<file path="src/rtl/scroll_wheel_input_controller_top_assert.svh">
// ----------------------------------------------------------------------------
// Scroll wheel controller assertion macros
// Checks sampled on clk; most of them are held off during reset.
// ----------------------------------------------------------------------------
`ifndef SCROLL_WHEEL_INPUT_CONTROLLER_TOP_ASSERT_SVH
`define SCROLL_WHEEL_INPUT_CONTROLLER_TOP_ASSERT_SVH

// Implication into the next cycle, held off while rst is high
`define SWIC_ASSERT_NEXT(label, pre, post) \
  label: assert property (@(posedge clk) disable iff (rst) (pre) |=> (post)) \
    else $error("swic check failed");

// Implication into the next cycle, checked during reset as well
`define SWIC_ASSERT_NEXT_ALWAYS(label, pre, post) \
  label: assert property (@(posedge clk) (pre) |=> (post)) \
    else $error("swic check failed");

`endif

</file>
<file path="src/rtl/swic_pkg.sv">
// ----------------------------------------------------------------------------
// Scroll wheel controller package
// Command, action and click codes, shared structs and the Gray lookup.
// ----------------------------------------------------------------------------
package swic_pkg;

  localparam logic [2:0] CMD_TICK        = 3'd0;
  localparam logic [2:0] CMD_READ_ACTION = 3'd1;
  localparam logic [2:0] CMD_READ_INC    = 3'd2;
  localparam logic [2:0] CMD_READ_CLICK  = 3'd3;
  localparam logic [2:0] CMD_CLEAR       = 3'd4;

  localparam logic [2:0] ACT_NONE       = 3'd0;
  localparam logic [2:0] ACT_UP         = 3'd1;
  localparam logic [2:0] ACT_DOWN       = 3'd2;
  localparam logic [2:0] ACT_SHORT      = 3'd3;
  localparam logic [2:0] ACT_LONG       = 3'd4;
  localparam logic [2:0] ACT_CLICK_UP   = 3'd5;
  localparam logic [2:0] ACT_CLICK_DOWN = 3'd6;
  localparam logic [2:0] ACT_DISCARDED  = 3'd7;

  localparam logic [2:0] CS_RELEASED      = 3'd0;
  localparam logic [2:0] CS_JUST_DETECTED = 3'd1;
  localparam logic [2:0] CS_DETECTED      = 3'd2;
  localparam logic [2:0] CS_JUST_RELEASED = 3'd3;
  localparam logic [2:0] CS_INVALID       = 3'd4;

  localparam logic [1:0] REG_DEBOUNCE = 2'd0;
  localparam logic [1:0] REG_REVERSE  = 2'd1;
  localparam logic [1:0] REG_LONG     = 2'd2;

  localparam logic [15:0] DEBOUNCE_RESET = 16'd100;
  localparam logic [13:0] LONG_RESET     = 14'd1000;
  localparam logic [15:0] PRESS_MAX      = 16'hFFFF;

  localparam logic [1:0] PAT_ZERO = 2'b00;
  localparam logic [1:0] PAT_BOTH = 2'b11;

  typedef struct packed {
    logic tick;
    logic clear;
    logic zero;
  } wheel_ctl_t;

  typedef struct packed {
    logic [2:0] action;
    logic [2:0] click_state;
    logic [2:0] last_action;
    logic       scroll_zero;
  } click_res_t;

  // Gray sequence position of a pin pattern (bit 0 = A, bit 1 = B)
  function automatic logic [1:0] gray_index(input logic [1:0] pattern);
    logic [1:0] idx;
    case (pattern)
      2'b11:   idx = 2'd0;
      2'b01:   idx = 2'd1;
      2'b00:   idx = 2'd2;
      2'b10:   idx = 2'd3;
      default: idx = 2'd0;
    endcase
    return idx;
  endfunction

endpackage

</file>
<file path="src/rtl/swic_wheel.sv">
// ----------------------------------------------------------------------------
// Scroll wheel quadrature decoder
// Tracks the Gray position, arms a direction at 00 and counts at 11.
// ----------------------------------------------------------------------------
module swic_wheel (
  input  logic               clk,
  input  logic               rst,
  input  swic_pkg::wheel_ctl_t ctl,
  input  logic               pin_a,
  input  logic               pin_b,
  input  logic               reverse,
  output logic [15:0]        scroll_count
);
  import swic_pkg::*;

  logic [1:0]  last_phase_index, last_phase_index_next;
  logic        armed_up, armed_up_next;
  logic        armed_down, armed_down_next;
  logic [15:0] scroll_count_next;
  logic [1:0]  pattern;
  logic [1:0]  idx;

  assign pattern = {pin_b, pin_a};
  assign idx     = gray_index(pattern);

  always_comb begin
    last_phase_index_next = last_phase_index;
    armed_up_next         = armed_up;
    armed_down_next       = armed_down;
    scroll_count_next     = scroll_count;
    if (ctl.tick) begin
      if (idx == last_phase_index + 2'd1) begin
        if (pattern == PAT_ZERO) begin
          armed_up_next = 1'b1;
        end else if (pattern == PAT_BOTH && armed_up) begin
          scroll_count_next = reverse ? scroll_count + 16'd1 : scroll_count - 16'd1;
          armed_up_next     = 1'b0;
          armed_down_next   = 1'b0;
        end
        last_phase_index_next = idx;
      end else if (idx == last_phase_index - 2'd1) begin
        if (pattern == PAT_ZERO) begin
          armed_down_next = 1'b1;
        end else if (pattern == PAT_BOTH && armed_down) begin
          scroll_count_next = reverse ? scroll_count - 16'd1 : scroll_count + 16'd1;
          armed_up_next     = 1'b0;
          armed_down_next   = 1'b0;
        end
        last_phase_index_next = idx;
      end
    end
    if (ctl.clear) begin
      armed_up_next   = 1'b0;
      armed_down_next = 1'b0;
    end
    if (ctl.zero || ctl.clear) begin
      scroll_count_next = 16'd0;
    end
  end

  always_ff @(posedge clk) begin
    if (rst) begin
      last_phase_index <= 2'd0;
      armed_up         <= 1'b0;
      armed_down       <= 1'b0;
      scroll_count     <= 16'd0;
    end else begin
      last_phase_index <= last_phase_index_next;
      armed_up         <= armed_up_next;
      armed_down       <= armed_down_next;
      scroll_count     <= scroll_count_next;
    end
  end

endmodule

</file>
<file path="src/rtl/swic_click.sv">
// ----------------------------------------------------------------------------
// Scroll wheel click tracker
// Debounces the switch, times the press and classifies the pending action.
// ----------------------------------------------------------------------------
module swic_click (
  input  logic                 clk,
  input  logic                 rst,
  input  logic                 step,
  input  logic [2:0]           command,
  input  logic                 pin_switch,
  input  logic                 ignore_scroll,
  input  logic [15:0]          scroll_count,
  input  logic [15:0]          debounce_ticks,
  input  logic [13:0]          long_press_ticks,
  output swic_pkg::click_res_t res
);
  import swic_pkg::*;

  typedef enum logic [4:0] {
    PH_REL  = 5'b00001,
    PH_JDET = 5'b00010,
    PH_DET  = 5'b00100,
    PH_JREL = 5'b01000,
    PH_INV  = 5'b10000
  } phase_t;

  function automatic logic [2:0] phase_code(input phase_t ph);
    logic [2:0] code;
    case (ph)
      PH_REL:  code = CS_RELEASED;
      PH_JDET: code = CS_JUST_DETECTED;
      PH_DET:  code = CS_DETECTED;
      PH_JREL: code = CS_JUST_RELEASED;
      PH_INV:  code = CS_INVALID;
      default: code = CS_RELEASED;
    endcase
    return code;
  endfunction

  phase_t      phase, phase_next, phase_mid;
  logic [15:0] press_ticks, press_ticks_next;
  logic [15:0] hold_ticks, hold_ticks_next;
  logic        discard_release, discard_release_next;
  logic        penalty_active, penalty_active_next;
  logic [2:0]  recent_action, recent_action_next;
  logic [2:0]  ret;
  logic [15:0] inc_val;
  logic [15:0] thr;
  logic        inc_nz, inc_pos, inc_neg, over;

  assign inc_val = ignore_scroll ? 16'd0 : scroll_count;
  assign inc_nz  = |inc_val;
  assign inc_neg = inc_val[15];
  assign inc_pos = inc_nz && !inc_neg;
  assign thr     = {2'b00, long_press_ticks}
                 + (penalty_active ? {1'b0, long_press_ticks, 1'b0} : 16'd0);
  assign over    = hold_ticks > thr;

  always_comb begin
    phase_next           = phase;
    phase_mid            = phase;
    press_ticks_next     = press_ticks;
    hold_ticks_next      = hold_ticks;
    discard_release_next = discard_release;
    penalty_active_next  = penalty_active;
    recent_action_next   = recent_action;
    ret                  = ACT_NONE;
    res.action           = ACT_NONE;
    res.click_state      = CS_RELEASED;
    res.scroll_zero      = 1'b0;
    case (command)
      CMD_TICK: begin
        if (!pin_switch) begin
          if (phase != PH_INV) begin
            if (press_ticks == debounce_ticks && phase != PH_JREL) begin
              phase_mid = PH_JDET;
            end
            phase_next = phase_mid;
            if (press_ticks != PRESS_MAX) begin
              press_ticks_next = press_ticks + 16'd1;
            end
            if (phase_mid == PH_DET || phase_mid == PH_JDET) begin
              hold_ticks_next = hold_ticks + 16'd1;
            end
          end
        end else begin
          if (phase == PH_DET) begin
            phase_next = PH_JREL;
          end else if (phase != PH_JREL) begin
            hold_ticks_next = 16'd0;
            phase_next      = PH_REL;
          end
          press_ticks_next = 16'd0;
        end
      end
      CMD_READ_ACTION: begin
        // an invalid phase answers none and leaves everything alone
        if (phase != PH_INV) begin
          if (phase == PH_JDET) begin
            phase_mid = PH_DET;
          end
          phase_next = phase_mid;
          if (phase_mid == PH_JREL || inc_nz || over) begin
            if (over && !discard_release) begin
              ret = ACT_LONG;
            end else if (phase_mid == PH_JREL) begin
              if (!inc_nz) begin
                if (discard_release || penalty_active) begin
                  discard_release_next = 1'b0;
                  penalty_active_next  = 1'b0;
                  ret                  = ACT_DISCARDED;
                end else begin
                  ret = ACT_SHORT;
                end
              end
              phase_next = PH_REL;
            end else if (phase_mid == PH_DET) begin
              if (inc_pos) begin
                ret = ACT_CLICK_DOWN;
              end else if (inc_neg) begin
                ret = ACT_CLICK_UP;
              end
            end else begin
              if (inc_pos) begin
                ret = ACT_DOWN;
              end else if (inc_neg) begin
                ret = ACT_UP;
              end
            end
            hold_ticks_next = 16'd0;
            if (ret == ACT_LONG) begin
              discard_release_next = 1'b1;
            end else if (ret == ACT_CLICK_DOWN || ret == ACT_CLICK_UP) begin
              penalty_active_next = 1'b1;
            end
            res.scroll_zero = !ignore_scroll;
          end
          recent_action_next = ret;
          res.action         = ret;
        end
      end
      CMD_READ_CLICK: begin
        res.click_state = phase_code(phase);
        if (phase == PH_JDET) begin
          phase_next = PH_DET;
        end else if (phase == PH_JREL) begin
          phase_next = PH_REL;
        end
      end
      CMD_CLEAR: begin
        recent_action_next   = ACT_NONE;
        phase_next           = PH_INV;
        hold_ticks_next      = 16'd0;
        discard_release_next = 1'b0;
        penalty_active_next  = 1'b0;
      end
      default: begin
      end
    endcase
    res.last_action = recent_action_next;
  end

  always_ff @(posedge clk) begin
    if (rst) begin
      phase           <= PH_REL;
      press_ticks     <= 16'd0;
      hold_ticks      <= 16'd0;
      discard_release <= 1'b0;
      penalty_active  <= 1'b0;
      recent_action   <= ACT_NONE;
    end else if (step) begin
      phase           <= phase_next;
      press_ticks     <= press_ticks_next;
      hold_ticks      <= hold_ticks_next;
      discard_release <= discard_release_next;
      penalty_active  <= penalty_active_next;
      recent_action   <= recent_action_next;
    end
  end

endmodule

</file>
<file path="src/rtl/scroll_wheel_input_controller_top.sv">
// ----------------------------------------------------------------------------
// Scroll wheel input controller, top level
// Result: state and result register load together, result valid in the next cycle.
// Throughput: one item per cycle, unless a waiting result is stalled.
// Reset: synchronous; all state and the configuration registers return to defaults.
// ----------------------------------------------------------------------------
module scroll_wheel_input_controller_top (
  input  logic        clk,
  input  logic        rst,
  // item channel
  input  logic        item_valid,
  output logic        item_stall,
  input  logic [2:0]  command,
  input  logic        pin_a,
  input  logic        pin_b,
  input  logic        pin_switch,
  input  logic        ignore_scroll,
  // result channel
  output logic        result_valid,
  input  logic        result_stall,
  output logic [2:0]  action,
  output logic signed [15:0] increment,
  output logic [2:0]  click_state,
  output logic [2:0]  last_action,
  // configuration write channel
  input  logic        cfg_valid,
  output logic        cfg_ready,
  input  logic [1:0]  cfg_index,
  input  logic [15:0] cfg_data
);
  import swic_pkg::*;

  `include "scroll_wheel_input_controller_top_assert.svh"

  logic        accept;
  logic [15:0] debounce_ticks;
  logic        reverse_direction;
  logic [13:0] long_press_ticks;
  logic [15:0] scroll_count;
  wheel_ctl_t  wheel_ctl;
  click_res_t  click_res;

  // Hold the item side only while a finished result is still waiting
  assign item_stall = result_valid && result_stall;
  assign accept     = item_valid && !item_stall;

  // Configuration is always taken; the host writes only while the block idles (not enforced here)
  assign cfg_ready = 1'b1;

  always_ff @(posedge clk) begin
    if (rst) begin
      debounce_ticks    <= DEBOUNCE_RESET;
      reverse_direction <= 1'b0;
      long_press_ticks  <= LONG_RESET;
    end else if (cfg_valid && cfg_ready) begin
      case (cfg_index)
        REG_DEBOUNCE: debounce_ticks    <= cfg_data;
        REG_REVERSE:  reverse_direction <= cfg_data[0];
        REG_LONG:     long_press_ticks  <= cfg_data[13:0];
        default: begin
        end
      endcase
    end
  end

  // Wheel counter: advance on a tick, drop to zero when a read consumes it or on a clear
  assign wheel_ctl.tick  = accept && command == CMD_TICK;
  assign wheel_ctl.clear = accept && command == CMD_CLEAR;
  assign wheel_ctl.zero  = accept && (command == CMD_READ_INC || click_res.scroll_zero);

  swic_wheel u_wheel (
    .clk          (clk),
    .rst          (rst),
    .ctl          (wheel_ctl),
    .pin_a        (pin_a),
    .pin_b        (pin_b),
    .reverse      (reverse_direction),
    .scroll_count (scroll_count)
  );

  // Click tracking and action classification, evaluated on the current state
  swic_click u_click (
    .clk              (clk),
    .rst              (rst),
    .step             (accept),
    .command          (command),
    .pin_switch       (pin_switch),
    .ignore_scroll    (ignore_scroll),
    .scroll_count     (scroll_count),
    .debounce_ticks   (debounce_ticks),
    .long_press_ticks (long_press_ticks),
    .res              (click_res)
  );

  // Result register: load on every accepted beat, clear valid once taken
  always_ff @(posedge clk) begin
    if (rst) begin
      result_valid <= 1'b0;
    end else if (accept) begin
      result_valid <= 1'b1;
    end else if (!result_stall) begin
      result_valid <= 1'b0;
    end
  end

  always_ff @(posedge clk) begin
    if (accept) begin
      action      <= click_res.action;
      increment   <= (command == CMD_READ_INC) ? scroll_count : 16'sd0;
      click_state <= click_res.click_state;
      last_action <= click_res.last_action;
    end
  end

  `SWIC_ASSERT_NEXT_ALWAYS(a_reset_empty, rst, !result_valid)
  `SWIC_ASSERT_NEXT(a_accept_loads, accept, result_valid)
  `SWIC_ASSERT_NEXT(a_action_only_on_read, accept && command != CMD_READ_ACTION, action == ACT_NONE)
  `SWIC_ASSERT_NEXT(a_incr_only_on_read, accept && command != CMD_READ_INC, increment == 16'sd0)
  `SWIC_ASSERT_NEXT(a_click_only_on_read, accept && command != CMD_READ_CLICK, click_state == CS_RELEASED)

endmodule

</file>
<file path="config.mk">
export PLATFORM = sky130hd
export DESIGN_NAME = scroll_wheel_input_controller_top
export DESIGN_NICKNAME = d
export VERILOG_FILES = /design/src/rtl/swic_pkg.sv /design/src/rtl/swic_wheel.sv /design/src/rtl/swic_click.sv /design/src/rtl/scroll_wheel_input_controller_top.sv
export VERILOG_INCLUDE_DIRS = /design/src /design/src/rtl
export SDC_FILE = /design/constraint.sdc
export NUM_CORES = 1
export LEC_CHECK = 0
export ABC_AREA = 1
export BUFFER_PORTS_ARGS = -buffer_cell sky130_fd_sc_hd__buf_2
export CAP_MARGIN = 20
export CORE_MARGIN = 10
export CORE_UTILIZATION = 45
export CTS_BUF_LIST = sky130_fd_sc_hd__clkbuf_2 sky130_fd_sc_hd__clkbuf_4 sky130_fd_sc_hd__clkbuf_8
export DETAILED_ROUTE_END_ITERATION = 10
export PLACE_DENSITY_LB_ADDON = 0.25
export SLEW_MARGIN = 30
export SYNTH_ARGS = -nofsm -noshare
export SYNTH_HDL_FRONTEND = slang
export SYNTH_SLANG_ARGS = --single-unit
</file>
<file path="constraint.sdc">
create_clock -name clk -period 5.9 [get_ports clk]
set_clock_uncertainty 0.05 [all_clocks]
set_input_delay 0.295 -clock clk [delete_from_list [all_inputs] [get_ports clk]]
set_output_delay 0.295 -clock clk [all_outputs]
set_load 0.02 [all_outputs]
</file>
==> flow_summary.json, run 1 <==
{
  "status": "finished, final reports clean",
  "relSlewSlack_pct": 41.3,
  "max_slew.worst_pin.slew_ns": 0.878,
  "combPwrFrac_pct": 12.0,
  "clkTransAtPathRegs_ns": 0.07,
  "min_period_over_period_pct": 73.6,
  "grt_max_degree": 39,
  "min_period_ns": 4.34,
  "rows": 48,
  "cp_slowest_cell": "dfxtp_1",
  "switching_share_pct": 27.8,
  "intPower_w": 0.00134,
  "seq_area_frac_synth_pct": 33.4,
  "cts_tree": "done",
  "fin_area_sq_um": 8670,
  "use_met2_pct": 25.3,
  "clock.fmax_ghz": 0.230,
  "dpl.hpwl_um": 14500,
  "start_kind": "register",
  "wire_per_inst_um": 13.3,
  "worstPathArrival_ns": 4.63,
  "avgSynthCellArea_sq_um": 6.74,
  "max-clock-path-buffers": 2,
  "synth_cells": 1170,
  "synth_top_cell_by_area": "dfxtp_1",
  "ant_nets": 0,
  "synth.top_cell.area_share_pct": 23.8,
  "clk_latency_ns": 0.45,
  "ys_warn_count": 0,
  "setup_slack_ns": 1.56,
  "portBuffers": 56,
  "area_growth_pct": 9.89,
  "synth-main-ff-cell": "dfxtp_1",
  "root_buffer": "clkbuf_8",
  "grt_use_met3_pct": 4.04,
  "ctsHoldBuffers": 0,
  "max_cap_viol_count": 0,
  "synth_seq_cells": 119,
  "drc": 0,
  "net-switching-power_w": 0.000516,
  "cp_common_cell": "nand2_1",
  "antenna_found_initial": 2,
  "ctsResizeCount": 0,
  "peakVddDrop_mv": 0.142,
  "synth_xor_area_share_pct": 6.52,
  "met1_usage_pct": 22.4,
  "coreArea_sq_um": 17200,
  "critPathMaxFanout": 17,
  "synth-edff-count": 25,
  "p_leak_nw": 3.92,
  "grt_pass1_wl_um": 33200,
  "cts_num_sinks": 119,
  "crit_path_max_incr_delay_ns": 0.65,
  "syn_nets": 1238,
  "muxShareOfSynthArea_pct": 0,
  "hold_viol_final": 0,
  "routed_via_density": 5.13,
  "fin_setup_tns_ns": 0,
  "synth-compound-area-share_pct": 12.4,
  "die_area_sq_um": 23200,
  "post_cts_buffers": 0,
  "pwr-share-seq_pct": 47.0,
  "placed_area_sq_um": 8270,
  "p_clk_share_pct": 41.0,
  "dp_cells": 1416,
  "drive_gt1_share_pct": 11.0,
  "synth_area_leaders": "dfxtp_1, nand2_1, edfxtp_1, nor2_1, inv_1",
  "rsz0062_at_grt": "no",
  "synth-simple-area-share_pct": 32.3,
  "vias": 7434,
  "worstPathRequired_ns": 6.19,
  "synthAdderAreaFrac_pct": 6.12,
  "place_ws_ns": 1.60,
  "start_util_pct": 45.8,
  "grt-ovfl-total": 0,
  "powerDensity_nw_per_um2": 214,
  "worstHoldPathType": "input pin to register",
  "netlist_top_cells_count": "nand2_1, nor2_1, inv_1, dfxtp_1, nand3_1",
  "report.final.slew_viol_count": 0,
  "ys_async_sr_fraction_pct": 0,
  "finalSetupViolations": 0,
  "critPathCaptureType": "register",
  "cts_max_level": 4,
  "synth_top_family_by_area": "simple AND/OR/NAND/NOR gates",
  "place.gp.congestion": 0.895,
  "crit_type": "register to register",
  "grt_use_total_pct": 16.5,
  "wl_um": 19300,
  "nNetsFinal": 1278,
  "fp.dieW_um": 152,
  "grt_pass1_vias": 6960,
  "syn_area_sq_um": 7890,
  "fin_cells": 1449,
  "synth_cell_type_count": 49,
  "top_usage_layer": "met2",
  "crit_chain": "nand2_1, inv_1, ha_1, fa_1, nand3_1, nand2_1, nand2_1, o211ai_1, a31oi_1, o21ai_0, a21oi_1, or2_2, ha_1, nand4_1, nor2_1, nand2_1, nand2_1, nand2_1, nand3_2, nand2_2, inv_2, nand2_4, o21ai_0, nor2_1",
  "first_iter_violations": 508,
  "cts_made_buffers": 17,
  "yosysMostFrequentCell": "nand2_1",
  "die_h_um": 152,
  "dr.pass1.iters": 5,
  "io_pins": 58
}
## placed cells by master, fill, tap and decap left out, types with 3 or more instances in the layout
master,Yosys,routed
nand3_1,84,84
o21ai_0,81,81
clkinv_2,0,5
xnor2_1,16,16
buf_2,8,56
nor4_1,7,7
xor2_1,39,39
or2_2,4,4
nor3_1,20,20
nor2_2,5,5
nand2_1,285,285
nand3_2,4,4
nand4_1,15,15
dfxtp_1,94,94
clkbuf_8,0,17
bufinv_16,0,3
ha_1,37,37
nor2_1,157,157
nand2_2,3,3
o21ai_1,4,4
a21oi_1,78,78
clkinvlp_4,0,3
inv_1,130,129
inv_2,12,13
edfxtp_1,25,25
nor2_4,3,3
## stage by stage
step	hold slack, ns	total power, W	utilization (%)
6_report	0.0209	0.00186	50.3
5_1_grt	0.0162	0.00194	50.3
4_1_cts	0.00604	0.00187	50.3
3_5_place_dp	0.414	0.00111	48.0
3_3_place_gp	0.406	0.00111	48.0
2_1_floorplan	0.371	0.00105	-
## power by group through the flow
stage / logic (W) / clock network [W] / registers, W
global placement: 0.000221 / 0 / 0.000889
CTS: 0.000224 / 0.000772 / 0.000871
detailed placement: 0.000222 / 0 / 0.000890
floorplan: 0.000155 / 0 / 0.000896
global route: 0.000254 / 0.000808 / 0.000874
finish: 0.000224 / 0.000761 / 0.000871
## cell type report
class                           count  area [sq um]
Fill cell                        1774          8560
Multi-Input combinational cell    872          4530
Sequential cell                   119          2630
Inverter                          142           533
Timing Repair Buffer               58           295
Tap cell                          225           282
Clock buffer                       18           241
Clock inverter                     14           159
Antenna cell                        1          2.50
## path summary, 6_finish.rpt
check	slack [ns]	depth (start not counted)	startpoint	endpoint
worst max-delay path	1.56	24	u_click.penalty_active$_SDFFE_PP0P_	u_click.hold_ticks[0]$_SDFFE_PP0P_
worst min-delay path	0.02	3	cfg_data[15]	debounce_ticks[15]$_SDFFE_PP0P_
worst max register to register	1.56	24	u_click.penalty_active$_SDFFE_PP0P_	u_click.hold_ticks[0]$_SDFFE_PP0P_
worst min register to register	0.42	2	u_wheel.armed_down$_SDFFE_PP0P_	u_wheel.armed_down$_SDFFE_PP0P_
## state kept, by name, summed over array words and instances, names as in the netlist, 2 cells and up
register and flops:
debounce_ticks 16, u_click.recent_action 3, u_wheel.last_phase_index 2, u_click.press_ticks 16
last_action 3, u_click.phase 5, u_click.hold_ticks 16, long_press_ticks 14
u_wheel.scroll_count 16, click_state 3, increment 16, action 3
## worst max-delay path, delay by kind of cell, from the launching register on
family	cells	cell delay, ns
adder cells (fa/ha/maj)	3	0.73
AO/OA/AOI/OAI	5	0.90
flip-flops	1	0.65
buffers and inverters	2	0.35
AND/OR/NAND/NOR	14	1.56
## metal layers
metal / part of all wire, % / vias to the layer above
met4: 1.3 / 2
li1: - / 3864
met3: 6.7 / 26
met1: 49 / 3342
met5: 0.083 / -
met2: 43 / 200
## cells by family after synthesis
family                   Yosys count
buffers and inverters            179
XOR/XNOR                          57
adder cells (fa/ha/maj)           38
AO/OA/AOI/OAI                    182
other                              1
flip-flops                       119
AND/OR/NAND/NOR                  594
Power figures use the tool's default switching activity.
==> inputs of run 2 (changes only) <==
==> constraint.sdc (replaced) <==
create_clock -name clk -period 4.1 [get_ports clk]
set_clock_uncertainty 0.05 [all_clocks]
set_input_delay 0.205 -clock clk [delete_from_list [all_inputs] [get_ports clk]]
set_output_delay 0.205 -clock clk [all_outputs]
set_load 0.02 [all_outputs]
==> run 2 against run 1 <==
Fmax grew 17%; final area grew 2.4%; setup slack lost 1.2 ns; clock-buffer cell count grew 6; combinational power grew 53%; critical path type unchanged; largest cell class unchanged; register-to-register slack lost 1.2 ns; critical endpoint is now u_click.hold_ticks[7]$_SDFFE_PP0P_.
==> flow_summary.json, run 2 (synthesis results as in run 1) <==
{
  "drc": 0,
  "dr.pass1.iters": 5,
  "finalSetupViolations": 0,
  "cp-startpoint": "u_click.penalty_active$_SDFFE_PP0P_",
  "dp_cells": 1421,
  "final_cell_mix": "nand2_1, nor2_1, inv_1",
  "fin_cells": 1469,
  "cp_common_cell": "nand2_1",
  "crit_type": "register to register",
  "vias": 7467,
  "crit_chain": "buf_4, nand2_1, inv_1, ha_1, nand3_1, nand2_1, nand2_1, o211ai_1, a31oi_1, o21ai_1, a21oi_1, or2_2, ha_1, nand4_1, a21oi_1, nor2_1, nand2_1, nand2_1, nand3_2, nand2_2, inv_2, buf_6, nand3_1, a21oi_1",
  "switching_share_pct": 27.4,
  "final_common_cell": "nand2_1",
  "hold_path_depth": 3,
  "total_power_w": 0.00262,
  "max-clock-path-buffers": 2,
  "clock.fmax_ghz": 0.269,
  "start_kind": "register",
  "intPower_w": 0.00190,
  "worstHoldPathType": "input pin to register",
  "grt_pass1_vias": 7022,
  "crit_path_max_incr_delay_ns": 0.33,
  "routed_via_density": 5.08,
  "die_h_um": 152,
  "p_leak_nw": 4.02,
  "max_cap_viol_count": 0,
  "n_antenna_cell": 0,
  "setup_slack_ns": 0.377,
  "net-switching-power_w": 0.000719,
  "ant_nets": 0,
  "peakVddDrop_mv": 0.197,
  "worstPathRequired_ns": 4.41,
  "cts_num_sinks": 119,
  "antenna_found_initial": 0,
  "dpl.hpwl_um": 14600,
  "hp-start": "cfg_data[0]",
  "cts_tree": "done",
  "coreArea_sq_um": 17200,
  "area_growth_pct": 12.5,
  "start_util_pct": 45.8,
  "grt_max_degree": 39,
  "max_slew.worst_pin.slew_ns": 0.681,
  "cts_max_level": 4,
  "hold_end": "debounce_ticks[0]$_SDFFE_PP0P_",
  "combPwrFrac_pct": 13.1,
  "worstPathArrival_ns": 4.03,
  "cp_top_family": "simple AND/OR/NAND/NOR gates",
  "io_pins": 58,
  "reg2reg_depth": 24,
  "status": "finished, final reports clean",
  "grt-ovfl-total": 0,
  "critPathCaptureType": "register",
  "wire_per_inst_um": 13.4,
  "fin_area_sq_um": 8880,
  "p_clk_share_pct": 39.2,
  "cts_made_buffers": 17,
  "rows": 48,
  "crit_buf_inv": 4,
  "placed_area_sq_um": 8310,
  "timing.rr.end": "u_click.hold_ticks[7]$_SDFFE_PP0P_",
  "report.final.slew_viol_count": 0,
  "reg2reg_from": "u_click.penalty_active$_SDFFE_PP0P_",
  "portBuffers": 56,
  "cp_slowest_cell": "dfxtp_1",
  "critPathMaxFanout": 16,
  "wl_um": 19600,
  "clkTransAtPathRegs_ns": 0.07,
  "hold_viol_final": 0,
  "grt_use_total_pct": 16.9,
  "die_area_sq_um": 23200,
  "place_ws_ns": 0.263,
  "pwr-share-seq_pct": 47.8,
  "fp.dieW_um": 152,
  "relSlewSlack_pct": 54.6,
  "clk_latency_ns": 0.44,
  "root_buffer": "clkbuf_8",
  "min_period_over_period_pct": 90.8,
  "place.gp.congestion": 0.908,
  "first_iter_violations": 607,
  "nNetsFinal": 1300,
  "ff2ff_setup_slack_ns": 0.38,
  "grt_pass1_wl_um": 33700,
  "min_period_ns": 3.72,
  "drive_gt1_share_pct": 11.4,
  "powerDensity_nw_per_um2": 295
}
## run 2: changes by cell type in the layout (fill, tap and decap cells not counted), sizes merged
| cell | before | now |
|---|---|---|
| buf | 58 | 63 |
| clkbuf | 18 | 24 |
| dlygate4sd3 | 0 | 17 |
| clkinv | 8 | 5 |
| clkinvlp | 3 | 1 |
| diode | 1 | 0 |
| bufinv | 3 | 1 |
## run 2: power groups by stage
| stage | clock network (W) | registers (W) | logic (W) |
|---|---|---|---|
| detailed placement | 0 | 0.00128 | 0.000326 |
| global route | 0.00110 | 0.00125 | 0.000387 |
| global placement | 0 | 0.00128 | 0.000323 |
| floorplan | 0 | 0.00129 | 0.000223 |
| finish | 0.00103 | 0.00125 | 0.000342 |
| CTS | 0.00106 | 0.00125 | 0.000340 |
## run 2: how the worst max path moves through the flow
stage                                          end  slack [ns]  cells past startpoint
2_1_floorplan  u_click.hold_ticks[15]$_SDFFE_PP0P_        0.57                     24
3_5_place_dp   u_click.penalty_active$_SDFFE_PP0P_        0.26                     23
3_3_place_gp   u_click.penalty_active$_SDFFE_PP0P_        0.34                     23
6_report        u_click.hold_ticks[7]$_SDFFE_PP0P_        0.38                     24
5_1_grt         u_click.hold_ticks[2]$_SDFFE_PP0P_       -0.01                     24
4_1_cts        u_click.penalty_active$_SDFFE_PP0P_        0.20                     23
## run 2: final cells by class
cell class | count | area, sq um
inverter | 142 | 533
clock inverter | 7 | 70.1
timing repair buffer | 80 | 507
clock buffer | 24 | 312
tap | 225 | 282
multi-input combinational | 872 | 4540
fill | 1698 | 8360
sequential | 119 | 2630
## run 2: tightest hold or removal path, cell delays in order
cell    delay (ns)
buf_2         0.15
nor2_1        0.07
nor2_1        0.08
## run 2: through the flow
step / hold slack (ns) / util [%] / setup TNS (ns)
after floorplan: 0.281 / - / 0
after global placement: 0.377 / 48.2 / 0
after detailed placement: 0.384 / 48.2 / 0
after CTS: 0.0359 / 51.4 / 0
after global routing: 0.0762 / 51.5 / -0.0350
final: 0.0579 / 51.5 / 0
## run 2: metal layers
| layer | GRT usage, % | share of wire [%] | up-vias |
|---|---|---|---|
| met5 | 0 | 0 | - |
| met2 | 25.8 | 43 | 211 |
| met3 | 3.84 | 6.1 | 23 |
| li1 | - | - | 3909 |
| met4 | 5.45 | 1.5 | 0 |
| met1 | 22.9 | 50 | 3324 |
## run 2: repair_timing
item                                   CTS  global route
setup buffers                            0             0
hold buffers                            17             0
gates resized for setup                  0             8
endpoints found under the hold margin   29             0
setup endpoints to repair                0            44
==> inputs of run 3 (changes only) <==
==> constraint.sdc (replaced) <==
create_clock -name clk -period 3.2 [get_ports clk]
set_clock_uncertainty 0.05 [all_clocks]
set_input_delay 0.16 -clock clk [delete_from_list [all_inputs] [get_ports clk]]
set_output_delay 0.16 -clock clk [all_outputs]
set_load 0.02 [all_outputs]
==> run 3 against run 2 <==
Sequential share of layout area fell by 2.5 points; global-route usage rose by 0.51 points; worst hold slack improved by 0.0042 ns; combinational power rose by 50%; via count rose by 3.8%; largest power group unchanged; critical endpoint is now u_click.penalty_active$_SDFFE_PP0P_; fmax rose by 8.4%; the flow now finishes with violations (negative setup slack); clock-buffer cell count fell by 2; critical path depth fell by 1; register-to-register slack got worse by 0.61 ns; wire length rose by 5.2%; non-clock buffer count rose by 49.
==> flow_summary.json, run 3 (synthesis results as in run 1) <==
{
  "min_period_over_period_pct": 107,
  "wl_um": 20600,
  "rsz0062_at_grt": "yes",
  "critPathCaptureType": "register",
  "crit_type": "register to register",
  "min_period_ns": 3.43,
  "rows": 48,
  "dpl.hpwl_um": 15100,
  "die_h_um": 152,
  "violations": "negative setup slack",
  "fp.dieW_um": 152,
  "fin_area_sq_um": 9700,
  "wire_per_inst_um": 13.6,
  "report.final.slew_viol_count": 0,
  "routed_via_density": 5.10,
  "setup_slack_ns": -0.234,
  "place_ws_ns": -0.318,
  "peakVddDrop_mv": 0.266,
  "status": "finished with violations",
  "total_power_w": 0.00350,
  "grt_use_total_pct": 17.4,
  "cts_max_level": 4,
  "clock.fmax_ghz": 0.291,
  "critPathMaxFanout": 7,
  "use_met2_pct": 28.0,
  "dr.pass1.iters": 7,
  "grt_pass1_vias": 7332,
  "max-clock-path-buffers": 2,
  "finalSetupViolations": 45,
  "clkTransAtPathRegs_ns": 0.07,
  "placed_area_sq_um": 8740,
  "worstHoldPathType": "input pin to register",
  "io_pins": 58,
  "portBuffers": 56,
  "worstPathRequired_ns": 3.47,
  "die_area_sq_um": 23200,
  "grt_max_degree": 39,
  "final_common_cell": "nand2_1",
  "vias": 7748,
  "p_leak_nw": 4.27,
  "max_slew.worst_pin.slew_ns": 0.621,
  "drc": 0,
  "dp_cells": 1461,
  "fin_hold_ws_ns": 0.0620,
  "grt-ovfl-total": 0,
  "cts_made_buffers": 17,
  "area_growth_pct": 22.9,
  "grt_pass1_wl_um": 34700,
  "powerDensity_nw_per_um2": 361,
  "top_usage_layer": "met2",
  "start_kind": "register",
  "met1_usage_pct": 22.6,
  "nNetsFinal": 1349,
  "hold_viol_final": 0,
  "clk_latency_ns": 0.44,
  "start_util_pct": 45.8,
  "relSlewSlack_pct": 58.6,
  "final_cell_mix": "nand2_1, nor2_1, inv_1",
  "root_buffer": "clkbuf_8",
  "grt_use_met3_pct": 4.06,
  "cts_tree": "done",
  "place.gp.congestion": 0.903,
  "coreArea_sq_um": 17200,
  "antenna_found_initial": 0,
  "fin_cells": 1520,
  "cts_num_sinks": 119,
  "worstPathArrival_ns": 3.70,
  "ant_nets": 0,
  "drive_gt1_share_pct": 20.3,
  "max_cap_viol_count": 0,
  "first_iter_violations": 472
}
[run 3: layout make-up]
type | instances | area [sq um]
well taps | 225 | 282
flip-flops and latches | 119 | 2640
diodes | 1 | 2.50
multi-input cells | 872 | 4910
inverters | 142 | 538
fillers | 1654 | 7530
clock buffers | 22 | 278
clock inverters | 10 | 121
repair buffers | 129 | 936
[run 3: timing repair]
item | in CTS | in global routing
hold buffers | 19 | 0
gates cloned | 1 | 0
pin swaps | 27 | 19
resized for setup | 45 | 41
hold endpoints to repair | 32 | 0
setup endpoints to repair | 45 | 45
buffers inserted | 4 | 2
[run 3: per-stage QoR]
step                      setup TNS (ns)  utilization [%]
final                              -8.94             56.3
after global routing              -18.36             56.3
after CTS                          -8.75             55.4
after detailed placement          -10.71             50.7
after global placement             -8.07             50.7
after floorplan                   -0.107                -
[run 3: worst paths after layout]
kind	depth (start not counted)	to	slack (ns)	start
setup / recovery	23	u_click.penalty_active$_SDFFE_PP0P_	-0.23	u_click.penalty_active$_SDFFE_PP0P_
hold / removal	4	u_click.phase[2]$_SDFFE_PP0P_	0.06	command[2]
setup reg to reg	23	u_click.penalty_active$_SDFFE_PP0P_	-0.23	u_click.penalty_active$_SDFFE_PP0P_
hold reg to reg	2	u_wheel.armed_up$_SDFFE_PP0P_	0.41	u_wheel.armed_up$_SDFFE_PP0P_
[run 3: power breakdown]
group | internal, W | switching (W)
Combinational | 0.000191 | 0.000322
Clock | 0.000751 | 0.000636
Sequential | 0.00157 | 0.0000297
[run 3: routing by layer]
layer	share of wire (%)	routed length (um)
met1	47	9700
met2	45	9390
met3	6.2	1290
met4	1.3	266
met5	0	0
[run 3: worst max-delay path, cell delays in order (launching register included)]
cell and delay (ns):
dfxtp_4 0.36, nand2_2 0.06, inv_2 0.04, ha_4 0.16, fa_2 0.39, nand3_2 0.08, nand2_2 0.06, nand2_2 0.06
o211ai_1 0.12, a31oi_2 0.26, o21ai_2 0.12, xor2_1 0.15, ha_1 0.31, nand4_1 0.13, nor2_2 0.14, nand3_2 0.11
buf_6 0.13, nand3_2 0.05, buf_6 0.14, nand2_4 0.05, inv_4 0.07, nor2_2 0.04, a21oi_1 0.14, nor2_1 0.06
